$ cat src/hdl/ble_pkg.sv
// ble_pkg: shared types and codes for the bounded list engine.
// Used by every module of the block but ble_ram; no dependencies.

package ble_pkg;

	// operation codes carried in the func field
	localparam logic [2:0] FN_INSERT = 3'd0;
	localparam logic [2:0] FN_REMOVE = 3'd1;
	localparam logic [2:0] FN_MAX    = 3'd2;
	localparam logic [2:0] FN_READ   = 3'd3;
	localparam logic [2:0] FN_CLEAR  = 3'd4;

	typedef struct packed {
		logic [2:0]         func;
		logic signed [31:0] value_in;
		logic [4:0]         position;
	} ble_in_t;

	typedef struct packed {
		logic               ok;
		logic signed [31:0] value_out;
		logic [4:0]         count;
		logic               empty_res;
	} ble_out_t;

	typedef enum logic [2:0] {
		ST_IDLE,
		ST_DISPATCH,
		ST_SCAN,
		ST_SHIFT,
		ST_FINISH
	} ble_state_t;

	// controller -> datapath
	typedef struct packed {
		logic load;
		logic read_pos;
		logic scan_init;
		logic scan;
		logic shift_init;
		logic shift;
		logic commit;
	} ble_cmd_t;

	// datapath -> controller
	typedef struct packed {
		logic [2:0] func;
		logic       cnt_zero;
		logic       scan_done;
		logic       hit;
		logic       shift_done;
		logic       out_free;
	} ble_sts_t;

endpackage

$ cat src/hdl/bounded_list_engine_core.sv
// bounded_list_engine_core: top level of the bounded list engine.
// Depends on ble_pkg, ble_ctrl, ble_dp (which holds ble_ram).
//
// Usage
//   Request channel (req_valid / req_stall / req): one beat carries func,
//   value_in and position. A beat is taken when req_valid is high and
//   req_stall is low; req_stall is low only while the engine is idle.
//   Response channel (rsp_valid / rsp_stall / rsp): exactly one beat per
//   request with ok, value_out, count and empty_res, in request order.
//   Sequence, accept edge to response valid:
//     insert, read, clear, unused codes: dispatch, finish
//     remove-value / remove-max: dispatch, scan (skipped on an empty
//     list), gap closing when an entry was found, finish. Scan and gap
//     closing each walk the entry RAM one address per cycle through its
//     single read port.
//   One request is in flight at a time; the next one is taken the cycle
//   after the previous result lands in the response register, even if not
//   yet taken.
//   Receiver stall: the response register holds its beat; a finished
//   operation waits in its last state until the register frees up.
//   Reset (arst_n low): count goes to zero, the list reads empty. The RAM
//   is not cleared; only entries below the count are ever used in a result.

module bounded_list_engine_core #(
	parameter int DEPTH = 16
) (
	input  logic             clk,
	input  logic             arst_n,
	input  logic             req_valid,
	output logic             req_stall,
	input  ble_pkg::ble_in_t req,
	output logic             rsp_valid,
	input  logic             rsp_stall,
	output ble_pkg::ble_out_t rsp
);

	ble_pkg::ble_cmd_t cmd;
	ble_pkg::ble_sts_t sts;

	// sequencing: idle, dispatch, scan, shift, finish
	ble_ctrl u_ctrl (
		.clk       (clk),
		.arst_n    (arst_n),
		.req_valid (req_valid),
		.req_stall (req_stall),
		.sts       (sts),
		.cmd       (cmd)
	);

	// entry store, pointers and the response register
	ble_dp #(.DEPTH(DEPTH)) u_dp (
		.clk       (clk),
		.arst_n    (arst_n),
		.req       (req),
		.cmd       (cmd),
		.sts       (sts),
		.rsp       (rsp),
		.rsp_valid (rsp_valid),
		.rsp_stall (rsp_stall)
	);

endmodule

$ cat src/hdl/ble_ram.sv
// ble_ram: generic single-write, single-read RAM with registered read data.
// No dependencies.

module ble_ram #(
	parameter int WIDTH = 32,
	parameter int DEPTH = 16
) (
	input  logic                                 clk,
	input  logic                                 we,
	input  logic [(DEPTH > 1 ? $clog2(DEPTH) : 1)-1:0] waddr,
	input  logic [WIDTH-1:0]                     wdata,
	input  logic                                 re,
	input  logic [(DEPTH > 1 ? $clog2(DEPTH) : 1)-1:0] raddr,
	output logic [WIDTH-1:0]                     rdata
);

	logic [WIDTH-1:0] mem_q [DEPTH];

	always_ff @(posedge clk) begin
		if (we) begin
			mem_q[waddr] <= wdata;
		end
		if (re) begin
			rdata <= mem_q[raddr];
		end
	end

endmodule

$ cat src/hdl/ble_ctrl.sv
// ble_ctrl: sequencing state machine of the bounded list engine.
// Depends on ble_pkg; drives commands into ble_dp and reads its status.

module ble_ctrl (
	input  logic              clk,
	input  logic              arst_n,
	input  logic              req_valid,
	output logic              req_stall,
	input  ble_pkg::ble_sts_t sts,
	output ble_pkg::ble_cmd_t cmd
);

	ble_pkg::ble_state_t state_q, state_d;

	always_ff @(posedge clk or negedge arst_n) begin
		if (!arst_n) begin
			state_q <= ble_pkg::ST_IDLE;
		end else begin
			state_q <= state_d;
		end
	end

	// next state
	always_comb begin
		state_d = state_q;
		case (state_q)
			ble_pkg::ST_IDLE: begin
				if (req_valid) begin
					state_d = ble_pkg::ST_DISPATCH;
				end
			end
			ble_pkg::ST_DISPATCH: begin
				if ((sts.func == ble_pkg::FN_REMOVE || sts.func == ble_pkg::FN_MAX)
						&& !sts.cnt_zero) begin
					state_d = ble_pkg::ST_SCAN;
				end else begin
					state_d = ble_pkg::ST_FINISH;
				end
			end
			ble_pkg::ST_SCAN: begin
				if (sts.scan_done) begin
					state_d = sts.hit ? ble_pkg::ST_SHIFT : ble_pkg::ST_FINISH;
				end
			end
			ble_pkg::ST_SHIFT: begin
				if (sts.shift_done) begin
					state_d = ble_pkg::ST_FINISH;
				end
			end
			ble_pkg::ST_FINISH: begin
				if (sts.out_free) begin
					state_d = ble_pkg::ST_IDLE;
				end
			end
			default: state_d = ble_pkg::ST_IDLE;
		endcase
	end

	// outputs
	always_comb begin
		cmd       = '0;
		req_stall = 1'b1;
		case (state_q)
			ble_pkg::ST_IDLE: begin
				req_stall = 1'b0;
				cmd.load  = req_valid;
			end
			ble_pkg::ST_DISPATCH: begin
				cmd.read_pos  = (sts.func == ble_pkg::FN_READ);
				cmd.scan_init = (sts.func == ble_pkg::FN_REMOVE || sts.func == ble_pkg::FN_MAX)
						&& !sts.cnt_zero;
			end
			ble_pkg::ST_SCAN: begin
				cmd.scan       = 1'b1;
				cmd.shift_init = sts.scan_done && sts.hit;
			end
			ble_pkg::ST_SHIFT: begin
				cmd.shift = 1'b1;
			end
			ble_pkg::ST_FINISH: begin
				cmd.commit = sts.out_free;
			end
			default: begin
				cmd = '0;
			end
		endcase
	end

endmodule

$ cat src/hdl/ble_dp.sv
// ble_dp: datapath of the bounded list engine: entry store, count, scan and
// gap-closing pointers, result register. Depends on ble_pkg and ble_ram.

module ble_dp #(
	parameter int DEPTH = 16
) (
	input  logic              clk,
	input  logic              arst_n,
	input  ble_pkg::ble_in_t  req,
	input  ble_pkg::ble_cmd_t cmd,
	output ble_pkg::ble_sts_t sts,
	output ble_pkg::ble_out_t rsp,
	output logic              rsp_valid,
	input  logic              rsp_stall
);

	localparam int AW = (DEPTH > 1) ? $clog2(DEPTH) : 1;
	localparam int CW = $clog2(DEPTH + 1);
	localparam int PW = (CW > 5) ? CW : 5;

	// list is stored oldest-first: head (position 1) sits at address count-1
	logic [2:0]    func_q;
	logic [31:0]   val_q;
	logic [4:0]    pos_q;
	logic [CW-1:0] cnt_q;
	logic [CW-1:0] ptr_q;
	logic          issue_q;
	logic          arr_vld_s1;
	logic [AW-1:0] arr_addr_s1;
	logic          found_q;
	logic [31:0]   best_q;
	logic [AW-1:0] best_addr_q;
	ble_pkg::ble_out_t rsp_q;
	logic          rsp_valid_q;

	logic          ram_we, ram_re;
	logic [AW-1:0] ram_waddr, ram_raddr;
	logic [31:0]   ram_wdata, rd_data;

	logic          greater, match, full, pos_ok, out_free;
	logic [AW-1:0] best_addr_nx;
	logic [CW-1:0] shift_start, cnt_m1, cnt_c;
	logic [PW-1:0] pos_x, cnt_x, rd_pos_addr;
	logic          ok_c;
	logic [31:0]   vout_c;

	ble_ram #(.WIDTH(32), .DEPTH(DEPTH)) u_ram (
		.clk   (clk),
		.we    (ram_we),
		.waddr (ram_waddr),
		.wdata (ram_wdata),
		.re    (ram_re),
		.raddr (ram_raddr),
		.rdata (rd_data)
	);

	assign greater = $signed(rd_data) > $signed(best_q);
	assign match   = arr_vld_s1 && ((func_q == ble_pkg::FN_REMOVE)
			? (!found_q && rd_data == val_q)
			: (!found_q || greater));
	assign best_addr_nx = match ? arr_addr_s1 : best_addr_q;
	assign shift_start  = CW'(best_addr_nx) + 1'b1;
	assign cnt_m1       = cnt_q - 1'b1;
	assign full         = cnt_q >= CW'(DEPTH);
	assign pos_x        = PW'(pos_q);
	assign cnt_x        = PW'(cnt_q);
	assign rd_pos_addr  = cnt_x - pos_x;
	assign pos_ok       = (pos_x != '0) && (pos_x <= cnt_x);
	assign out_free     = !rsp_valid_q || !rsp_stall;

	assign sts.func       = func_q;
	assign sts.cnt_zero   = (cnt_q == '0);
	assign sts.scan_done  = arr_vld_s1 && (arr_addr_s1 == '0
			|| (func_q == ble_pkg::FN_REMOVE && match));
	assign sts.hit        = found_q || match;
	assign sts.shift_done = !issue_q && !arr_vld_s1;
	assign sts.out_free   = out_free;

	// store port steering
	always_comb begin
		ram_re    = 1'b0;
		ram_raddr = '0;
		ram_we    = 1'b0;
		ram_waddr = '0;
		ram_wdata = val_q;
		if (cmd.read_pos) begin
			ram_re    = 1'b1;
			ram_raddr = rd_pos_addr[AW-1:0];
		end
		if ((cmd.scan || cmd.shift) && issue_q) begin
			ram_re    = 1'b1;
			ram_raddr = ptr_q[AW-1:0];
		end
		if (cmd.shift && arr_vld_s1) begin
			ram_we    = 1'b1;
			ram_waddr = arr_addr_s1 - 1'b1;
			ram_wdata = rd_data;
		end
		if (cmd.commit && func_q == ble_pkg::FN_INSERT && !full) begin
			ram_we    = 1'b1;
			ram_waddr = cnt_q[AW-1:0];
			ram_wdata = val_q;
		end
	end

	// result of the finished operation
	always_comb begin
		ok_c   = 1'b0;
		vout_c = '0;
		cnt_c  = cnt_q;
		case (func_q)
			ble_pkg::FN_INSERT: begin
				if (!full) begin
					ok_c  = 1'b1;
					cnt_c = cnt_q + 1'b1;
				end
			end
			ble_pkg::FN_REMOVE: begin
				if (found_q) begin
					ok_c  = 1'b1;
					cnt_c = cnt_m1;
				end
			end
			ble_pkg::FN_MAX: begin
				if (found_q) begin
					ok_c   = 1'b1;
					vout_c = best_q;
					cnt_c  = cnt_m1;
				end
			end
			ble_pkg::FN_READ: begin
				if (pos_ok) begin
					ok_c   = 1'b1;
					vout_c = rd_data;
				end
			end
			ble_pkg::FN_CLEAR: begin
				ok_c  = 1'b1;
				cnt_c = '0;
			end
			default: begin
				ok_c = 1'b0;
			end
		endcase
	end

	always_ff @(posedge clk or negedge arst_n) begin
		if (!arst_n) begin
			cnt_q       <= '0;
			ptr_q       <= '0;
			issue_q     <= 1'b0;
			arr_vld_s1  <= 1'b0;
			found_q     <= 1'b0;
			rsp_valid_q <= 1'b0;
		end else begin
			if (cmd.load) begin
				found_q <= 1'b0;
			end
			if (cmd.scan_init) begin
				ptr_q      <= cnt_m1;
				issue_q    <= 1'b1;
				arr_vld_s1 <= 1'b0;
				found_q    <= 1'b0;
			end else if (cmd.shift_init) begin
				ptr_q      <= shift_start;
				issue_q    <= shift_start < cnt_q;
				arr_vld_s1 <= 1'b0;
			end else if (cmd.scan) begin
				// walk from the head toward the oldest entry
				arr_vld_s1 <= issue_q;
				if (issue_q) begin
					ptr_q <= ptr_q - 1'b1;
					if (ptr_q == '0) begin
						issue_q <= 1'b0;
					end
				end
			end else if (cmd.shift) begin
				// move newer entries down one slot over the gap
				arr_vld_s1 <= issue_q;
				if (issue_q) begin
					ptr_q <= ptr_q + 1'b1;
					if (ptr_q == cnt_m1) begin
						issue_q <= 1'b0;
					end
				end
			end
			if (cmd.scan && match) begin
				found_q <= 1'b1;
			end
			if (cmd.commit) begin
				cnt_q       <= cnt_c;
				rsp_valid_q <= 1'b1;
			end else if (!rsp_stall) begin
				rsp_valid_q <= 1'b0;
			end
		end
	end

	always_ff @(posedge clk) begin
		if (cmd.load) begin
			func_q <= req.func;
			val_q  <= req.value_in;
			pos_q  <= req.position;
		end
		if ((cmd.scan || cmd.shift) && issue_q) begin
			arr_addr_s1 <= ptr_q[AW-1:0];
		end
		if (cmd.scan && match) begin
			best_q      <= rd_data;
			best_addr_q <= arr_addr_s1;
		end
		if (cmd.commit) begin
			rsp_q.ok        <= ok_c;
			rsp_q.value_out <= vout_c;
			rsp_q.count     <= 5'(cnt_c);
			rsp_q.empty_res <= (cnt_c == '0);
		end
	end

	assign rsp       = rsp_q;
	assign rsp_valid = rsp_valid_q;

endmodule

$ cat config.mk
export PLATFORM = sky130hd
export DESIGN_NAME = bounded_list_engine_core
export DESIGN_NICKNAME = d
export VERILOG_FILES = /design/src/hdl/ble_pkg.sv /design/src/hdl/bounded_list_engine_core.sv /design/src/hdl/ble_ram.sv /design/src/hdl/ble_ctrl.sv /design/src/hdl/ble_dp.sv
export SDC_FILE = /design/constraint.sdc
export NUM_CORES = 1
export LEC_CHECK = 0
export BUFFER_PORTS_ARGS = -buffer_cell sky130_fd_sc_hd__buf_2
export CAP_MARGIN = 20
export CORE_MARGIN = 1
export CORE_UTILIZATION = 30
export DETAILED_ROUTE_END_ITERATION = 7
export SETUP_SLACK_MARGIN = 0.3
export SYNTH_ARGS = -nofsm -noshare
export SYNTH_HDL_FRONTEND = slang
export SYNTH_SLANG_ARGS = --single-unit
$ cat constraint.sdc
create_clock -name clk -period 10.2 [get_ports clk]
set_input_delay 1.53 -clock clk [delete_from_list [all_inputs] [get_ports clk]]
set_output_delay 1.53 -clock clk [all_outputs]
set_load 0.1 [all_outputs]
==> reports/qor.yml, run 1 <==
tightest_slew_ns: 1.09
slowest_stage: "nor4_1"
yosysWarnings: 0
grt_pass1_wl_um: 109000
diodes: 0
rr_worst_depth: 16
wl_per_cell_um: 21.0
syn_area_per_cell_um2: 13.8
rows: 113
fin_crit_ns: 4.99
core_um2: 95000
setup_tns_ns: 0
r2r-start: "u_dp.u_ram.rdata[23]$_DFFE_PP_"
status: "complete, no violations"
clkTransAtPathRegs_ns: 0.06
post_cts_resized: 0
async_reset_ff_frac: 0.0250
gp_congestion: 0.847
r2r_setup_slack_ns: 5.21
nets: 2248
synthFlopType: "edfxtp_1"
clkLatencyLatePin_ns: 0.64
cp.depth: 16
io_pins: 85
min_from: "u_dp.rsp_valid$_DFFE_PN0P_"
yosysSeqAreaShare: 0.707
syn_area_um2: 28800
r2r_end: "u_dp.issue_q$_DFFE_PN0P_"
synthesis.nets: 2176
whs_ns: 0.521
synth.distinct_cells: 66
htreeDepth: 3
p_leak_nw: 10.7
cap_violations: 0
slowest_delay_ns: 0.66
synth_seq_cells: 680
vias_per_cell: 5.08
start_util: 0.303
drc: 0
rsz0062_at_grt: "false"
critPathArrivalTime_ns: 5.52
syn_inst: 2078
dieArea_um2: 97200
grt_pass1_vias: 17309
io_buffers: 84
syn_to_final_growth_pct: 14.9
synth_edf_count: 663
overflow: 0
cts-buffers-inserted: 71
vias: 17607
setup_viol: 0
holdBufCountCts: 0
worstPathCellList: "xor2_1 -> nor4_1 -> nand4_1 -> or3_4 -> a211o_4 -> nor2_8 -> mux2i_1 -> inv_1 -> ha_1 -> xnor2_1 -> ha_1 -> a21o_1 -> a21o_1 -> a21oi_1 -> nand2_1 -> o311ai_1"
required_ns: 10.73
routed_wl_um: 72800
cts-root-buf: "clkbuf_16"
hpwl_um: 44300
cts.sinks: 680
cp-startpoint: "u_dp.u_ram.rdata[23]$_DFFE_PP_"
grt_use_total: 0.148
path_buf_inv: 1
path_class: "reg -> reg"
cp-start-kind: "flop"
ant_nets: 0
clockBufferDepth: 3
antenna_found_initial: 0
pwr_density_cell_nw_per_um2: 249
clock_skew_ns: 0.0448
hp-class: "reg -> reg"
hold_viol: 0
power_w: 0.00822
cts_setup_buffers: 0
drt_iter0_markers: 1741
critPathMaxFanout: 7
vdd_drop_max_uv: 119
crit_family: "simple AND/OR/NAND/NOR gates"
critPathCaptureType: "flop"
finish.utilization: 0.348
fmax_mhz: 200
dieHeight_um: 312
die_x_um: 312
endpoint: "u_dp.issue_q$_DFFE_PN0P_"
drtPass1Iterations: 5
drive_gt1_frac: 0.139
drv_slew: 0
fin_crit_sh: 0.489
slew_headroom: 0.273
grt_max_degree: 88
num-fill-cells: 9151
tritoncts: "done"
## layer usage
metal	global-route usage	vias up	part of all wire	wire, um
li1	-	8075	-	-
met1	0.209	8839	0.45	32700
met2	0.232	603	0.46	33500
met3	0.0300	90	0.073	5330
met4	0.0326	0	0.018	1290
met5	0	-	0	0
## final cells by class
class	instances	area [um2]	share of cell area
flip-flops and latches	680	20300	0.615
multi-input cells	1217	7900	0.239
clock inverters	47	472	0.0143
well taps	1265	1580	0.0479
repair buffers	125	766	0.0232
inverters	55	206	0.00624
clock buffers	78	1800	0.0545
## cell usage in the layout (no fill, tap or decap), types with 5 or more instances in the layout
cell type and count:
a21oi_1 92, nand3_1 14, inv_1 52, nor2_4 16, ha_1 52, clkinv_1 11, a22oi_1 34, and2_1 66
dfrtp_1 17, o22ai_1 7, nor2_1 50, a311oi_1 64, bufinv_16 5, clkinvlp_4 5, xnor2_1 14, nand4_1 8
clkbuf_16 71, a211oi_1 164, buf_2 84, clkbuf_1 7, a21o_1 7, o21ai_0 21, nor2b_1 5, nand2b_1 12
mux2_2 33, buf_4 38, a31oi_1 68, nor3_1 15, and2_0 63, xor2_1 38, edfxtp_1 663, or3_1 6
nor4_1 13, or2_2 5, clkinv_2 16, nand2_1 298
## worst register-to-register path, delay by kind of cell, from the launching register on
family | cells | cell delay (ns)
compound gates | 5 | 1.17
xor+xnor | 2 | 0.46
fa+ha+maj | 2 | 0.54
buf+inv | 1 | 0.08
flops | 1 | 0.58
mux | 1 | 0.38
simple gates | 5 | 1.69
## through the flow
step	setup WS, ns	instance area, um2	std cells
after floorplan	4.97	28800	2078
after global placement	5.22	30700	3339
after detailed placement	5.22	30800	3342
after CTS	5.33	33100	3467
after global routing	4.99	33100	3467
final	5.21	33100	3467
## power by group
group / total (W) / switching [W] / internal, W / leakage, nW
combinational: 0.00199 / 0.00145 / 0.000536 / 3.40
clock: 0.00253 / 0.00110 / 0.00143 / 1.11
sequential: 0.00370 / 0.000243 / 0.00346 / 6.20
total: 0.00822 / 0.00279 / 0.00542 / 10.7
## cell usage after synthesis (all sizes together), types with 2 or more instances
| master | number | area (um2) |
|---|---|---|
| a211oi | 165 | 1240 |
| a21o | 7 | 52.6 |
| a21oi | 92 | 460 |
| a221oi | 3 | 26.3 |
| a22oi | 36 | 270 |
| a2bb2oi | 2 | 23.8 |
| a311oi | 64 | 561 |
| a31oi | 68 | 425 |
| and2 | 129 | 807 |
| and3 | 2 | 13.8 |
| buf | 31 | 159 |
| clkbuf | 95 | 358 |
| dfrtp | 17 | 425 |
| edfxtp | 663 | 19900 |
| fa | 2 | 40.0 |
| ha | 52 | 651 |
| inv | 55 | 206 |
| mux2 | 33 | 372 |
| mux2i | 4 | 40.0 |
| nand2 | 299 | 1120 |
| nand2b | 12 | 75.1 |
| nand3 | 14 | 70.1 |
| nand3b | 2 | 15.0 |
| nand4 | 8 | 50.1 |
| nor2 | 68 | 272 |
| nor2b | 5 | 31.3 |
| nor3 | 16 | 80.1 |
| nor3b | 4 | 30.0 |
| nor4 | 13 | 81.3 |
| o21a | 2 | 15.0 |
| o21ai | 23 | 119 |
| o221ai | 2 | 17.5 |
| o22a | 2 | 18.8 |
| o22ai | 7 | 43.8 |
| or2 | 5 | 31.3 |
| or3 | 7 | 48.8 |
| or4 | 2 | 15.0 |
| xnor2 | 14 | 123 |
| xor2 | 38 | 333 |
## worst min path at each step
| stage | end | cells after the start |
|---|---|---|
| detailed placement | u_dp.rsp_valid$_DFFE_PN0P_ | 2 |
| global route | u_dp.rsp_valid$_DFFE_PN0P_ | 2 |
| floorplan | u_dp.best_addr_q[2]$_DFFE_PP_ | 0 |
| finish | u_dp.rsp_valid$_DFFE_PN0P_ | 2 |
| CTS | u_dp.rsp_valid$_DFFE_PN0P_ | 2 |
| global placement | u_dp.rsp_valid$_DFFE_PN0P_ | 2 |
## kinds of logic (layout without fill, tap and decap cells)
family / Yosys count / in the layout / synth area share
adder cells (fa/ha/maj): 54 / 54 / 0.0240
XOR/XNOR: 52 / 52 / 0.0158
buffers and inverters: 181 / 305 / 0.0251
multiplexers: 37 / 37 / 0.0143
AND/OR/NAND/NOR: 587 / 587 / 0.0956
AO/OA/AOI/OAI: 487 / 487 / 0.119
flip-flops: 680 / 680 / 0.707
## flip-flops by register name, summed over array words and instances (netlist names)
register / cells
u_dp.rsp: 39
u_dp.found_q: 1
u_dp.pos_q: 5
u_dp.func_q: 3
u_ctrl.state_q: 3
u_dp.u_ram.rdata: 32
u_dp.ptr_q: 5
u_dp.best_addr_q: 4
u_dp.rsp_valid: 1
u_dp.arr_vld_s1: 1
u_dp.arr_addr_s1: 4
u_dp.best_q: 32
u_dp.val_q: 32
u_dp.u_ram.mem_q: 512
u_dp.issue_q: 1
u_dp.cnt_q: 5
Note: power is estimated with default switching activity, not from simulation.
==> run 2, diff against run 1 <==
clock period = 4.51 ns   (was 10.2 ns; I/O delays follow)
==> run 2 against run 1 <==
  * Cell area is 1.6% higher
  * Clock skew down 0.028 ns
  * Via count increased by 2.0%
  * First-iteration DRC count up 13%
  * Critical path type unchanged
  * Largest power group unchanged
  * Highest routed layer unchanged
==> reports/qor.yml, run 2 (synthesized netlist as in run 1, its figures left out) <==
status: "complete, no violations"
die_x_um: 312
r2r_setup_slack_ns: 0.41
io_buffers: 84
clkLatencyLatePin_ns: 0.60
dieArea_um2: 97200
r2r-start: "u_dp.u_ram.rdata[13]$_DFFE_PP_"
clockBufferDepth: 3
grt_pass1_vias: 17091
tritoncts: "done"
htreeDepth: 3
largest_reg_flops: 512
cts.sinks: 680
busiest_layer: "met2"
cts-root-buf: "clkbuf_16"
routed_wl_um: 77400
grt.met1_usage: 0.218
core_um2: 95000
vias: 17961
vias_per_cell: 5.11
cap_violations: 0
holdBufCountCts: 0
dieHeight_um: 312
start_util: 0.303
syn_to_final_growth_pct: 16.8
pwr_density_cell_nw_per_um2: 552
drt_iter0_markers: 1961
clock_skew_ns: 0.0164
fin_crit_ns: 4.10
critPathCaptureType: "flop"
rr_worst_depth: 17
cp-startpoint: "u_dp.u_ram.rdata[13]$_DFFE_PP_"
drive_gt1_frac: 0.150
required_ns: 5.01
rsz0062_at_grt: "false"
grt_use_met3: 0.0259
drtPass1Iterations: 7
cp-start-kind: "flop"
drv_slew: 0
io_pins: 85
final_cell_area_um2: 33600
hold_viol: 0
grt_pass1_wl_um: 113000
grt_max_degree: 122
overflow: 0
fmax_mhz: 244
mostFrequentLayoutCells: "edfxtp_1 (663), nand2_1 (298), a211oi_1 (162)"
setup_viol: 0
hpwl_um: 47400
hp-class: "in -> async"
dpl_cell_area_um2: 31300
setup_tns_ns: 0
multi_input_area_um2: 7970
fin_crit_sh: 0.908
regMostFlops: "u_dp.u_ram.mem_q"
rows: 113
cts-buffers-inserted: 72
ant_nets: 0
wl_per_cell_um: 22.0
critPathMaxFanout: 4
grt_use_met2: 0.246
antenna_found_initial: 5
grt_use_total: 0.156
slew_headroom: 0.340
nets: 2292
path_class: "reg -> reg"
num-fill-cells: 9032
clkTransAtPathRegs_ns: 0.06
gp_congestion: 0.896
final_common_cell: "edfxtp_1"
tightest_slew_ns: 0.990
r2r_end: "u_dp.issue_q$_DFFE_PN0P_"
p_leak_nw: 11.0
vdd_drop_max_uv: 223
endpoint: "u_dp.issue_q$_DFFE_PN0P_"
critPathArrivalTime_ns: 4.60
seqCellArea_um2: 20300
drc: 0
==> run 2: cell count changes in the layout (fill, tap and decap cells not counted), moves of 3 or more <==
cell / change
inv_16: -3
clkinvlp_4: -5
nor4_1: -6
buf_12: +21
clkbuf_1: +14
clkinv_2: -8
bufinv_16: -4
clkbuf_16: +4
clkinv_1: +9
buf_4: +21
nor4_2: +5
==> run 2: timing repair <==
item / CTS / global route
pin swaps: 0 / 7
resized for setup: 3 / 7
setup endpoints to repair: 1 / 1
buffers inserted: 1 / 12
==> run 2: worst min path at each step <==
| stage | start | end | cells past startpoint | slack [ns] |
|---|---|---|---|---|
| floorplan | arst_n | u_ctrl.state_q[0]$_DFFE_PN0P_ | 0 | 0.38 |
| global placement | u_dp.u_ram.rdata[0]$_DFFE_PP_ | u_dp.best_q[0]$_DFFE_PP_ | 0 | 0.50 |
| detailed placement | u_dp.u_ram.rdata[0]$_DFFE_PP_ | u_dp.best_q[0]$_DFFE_PP_ | 0 | 0.51 |
| CTS | arst_n | u_ctrl.state_q[1]$_DFFE_PN0P_ | 1 | 0.01 |
| global route | arst_n | u_dp.ptr_q[2]$_DFFE_PN0P_ | 1 | 0.04 |
| finish | arst_n | u_ctrl.state_q[1]$_DFFE_PN0P_ | 1 | 0.01 |
==> run 2: worst max-delay path: stages, from the launching register on <==
cell and delay [ns]:
edfxtp_1 0.40, buf_4 0.18, ha_1 0.29, nand4_1 0.17, nor4_2 0.45, a221o_1 0.24
a211oi_1 0.09, buf_4 0.18, nor2_8 0.14, mux2_2 0.35, ha_1 0.23, xnor2_1 0.13
ha_1 0.31, a21o_1 0.17, a21o_1 0.18, a21oi_2 0.17, nand2_1 0.07, o311ai_1 0.24
==> run 2: final cells by class <==
cell class              count  share of cell area
flip-flops and latches    680               0.605
multi-input cells        1217               0.237
clock buffers              96              0.0582
well taps                1265              0.0471
repair buffers            168              0.0404
inverters                  55             0.00614
clock inverters            32             0.00570
diodes                      1           0.0000745
==> run 2: power breakdown <==
group,switching (W),internal (W),total [W]
Combinational,0.00352,0.00138,0.00490
Sequential,0.000354,0.00782,0.00818
Clock,0.00237,0.00310,0.00547
Total,0.00624,0.0123,0.0186
==> run 2: metal layers <==
metal,share of wire,vias to the layer above,routed length (um)
met1,0.44,8994,34100
met4,0.023,0,1810
met5,0,-,0
met3,0.072,109,5590
met2,0.46,689,35900
li1,-,8169,-
==> run 2: metrics by stage <==
stage,cells,setup WS (ns),util,power (W),hold slack (ns)
after global routing,3513,0.236,0.354,0.0193,0.0430
after global placement,3370,0.288,0.329,0.0130,0.503
final,3514,0.414,0.354,0.0186,0.0140
after floorplan,2078,-0.0454,-,0.0116,0.381
after CTS,3499,0.319,0.352,0.0186,0.0126
after detailed placement,3370,0.217,0.329,0.0131,0.515
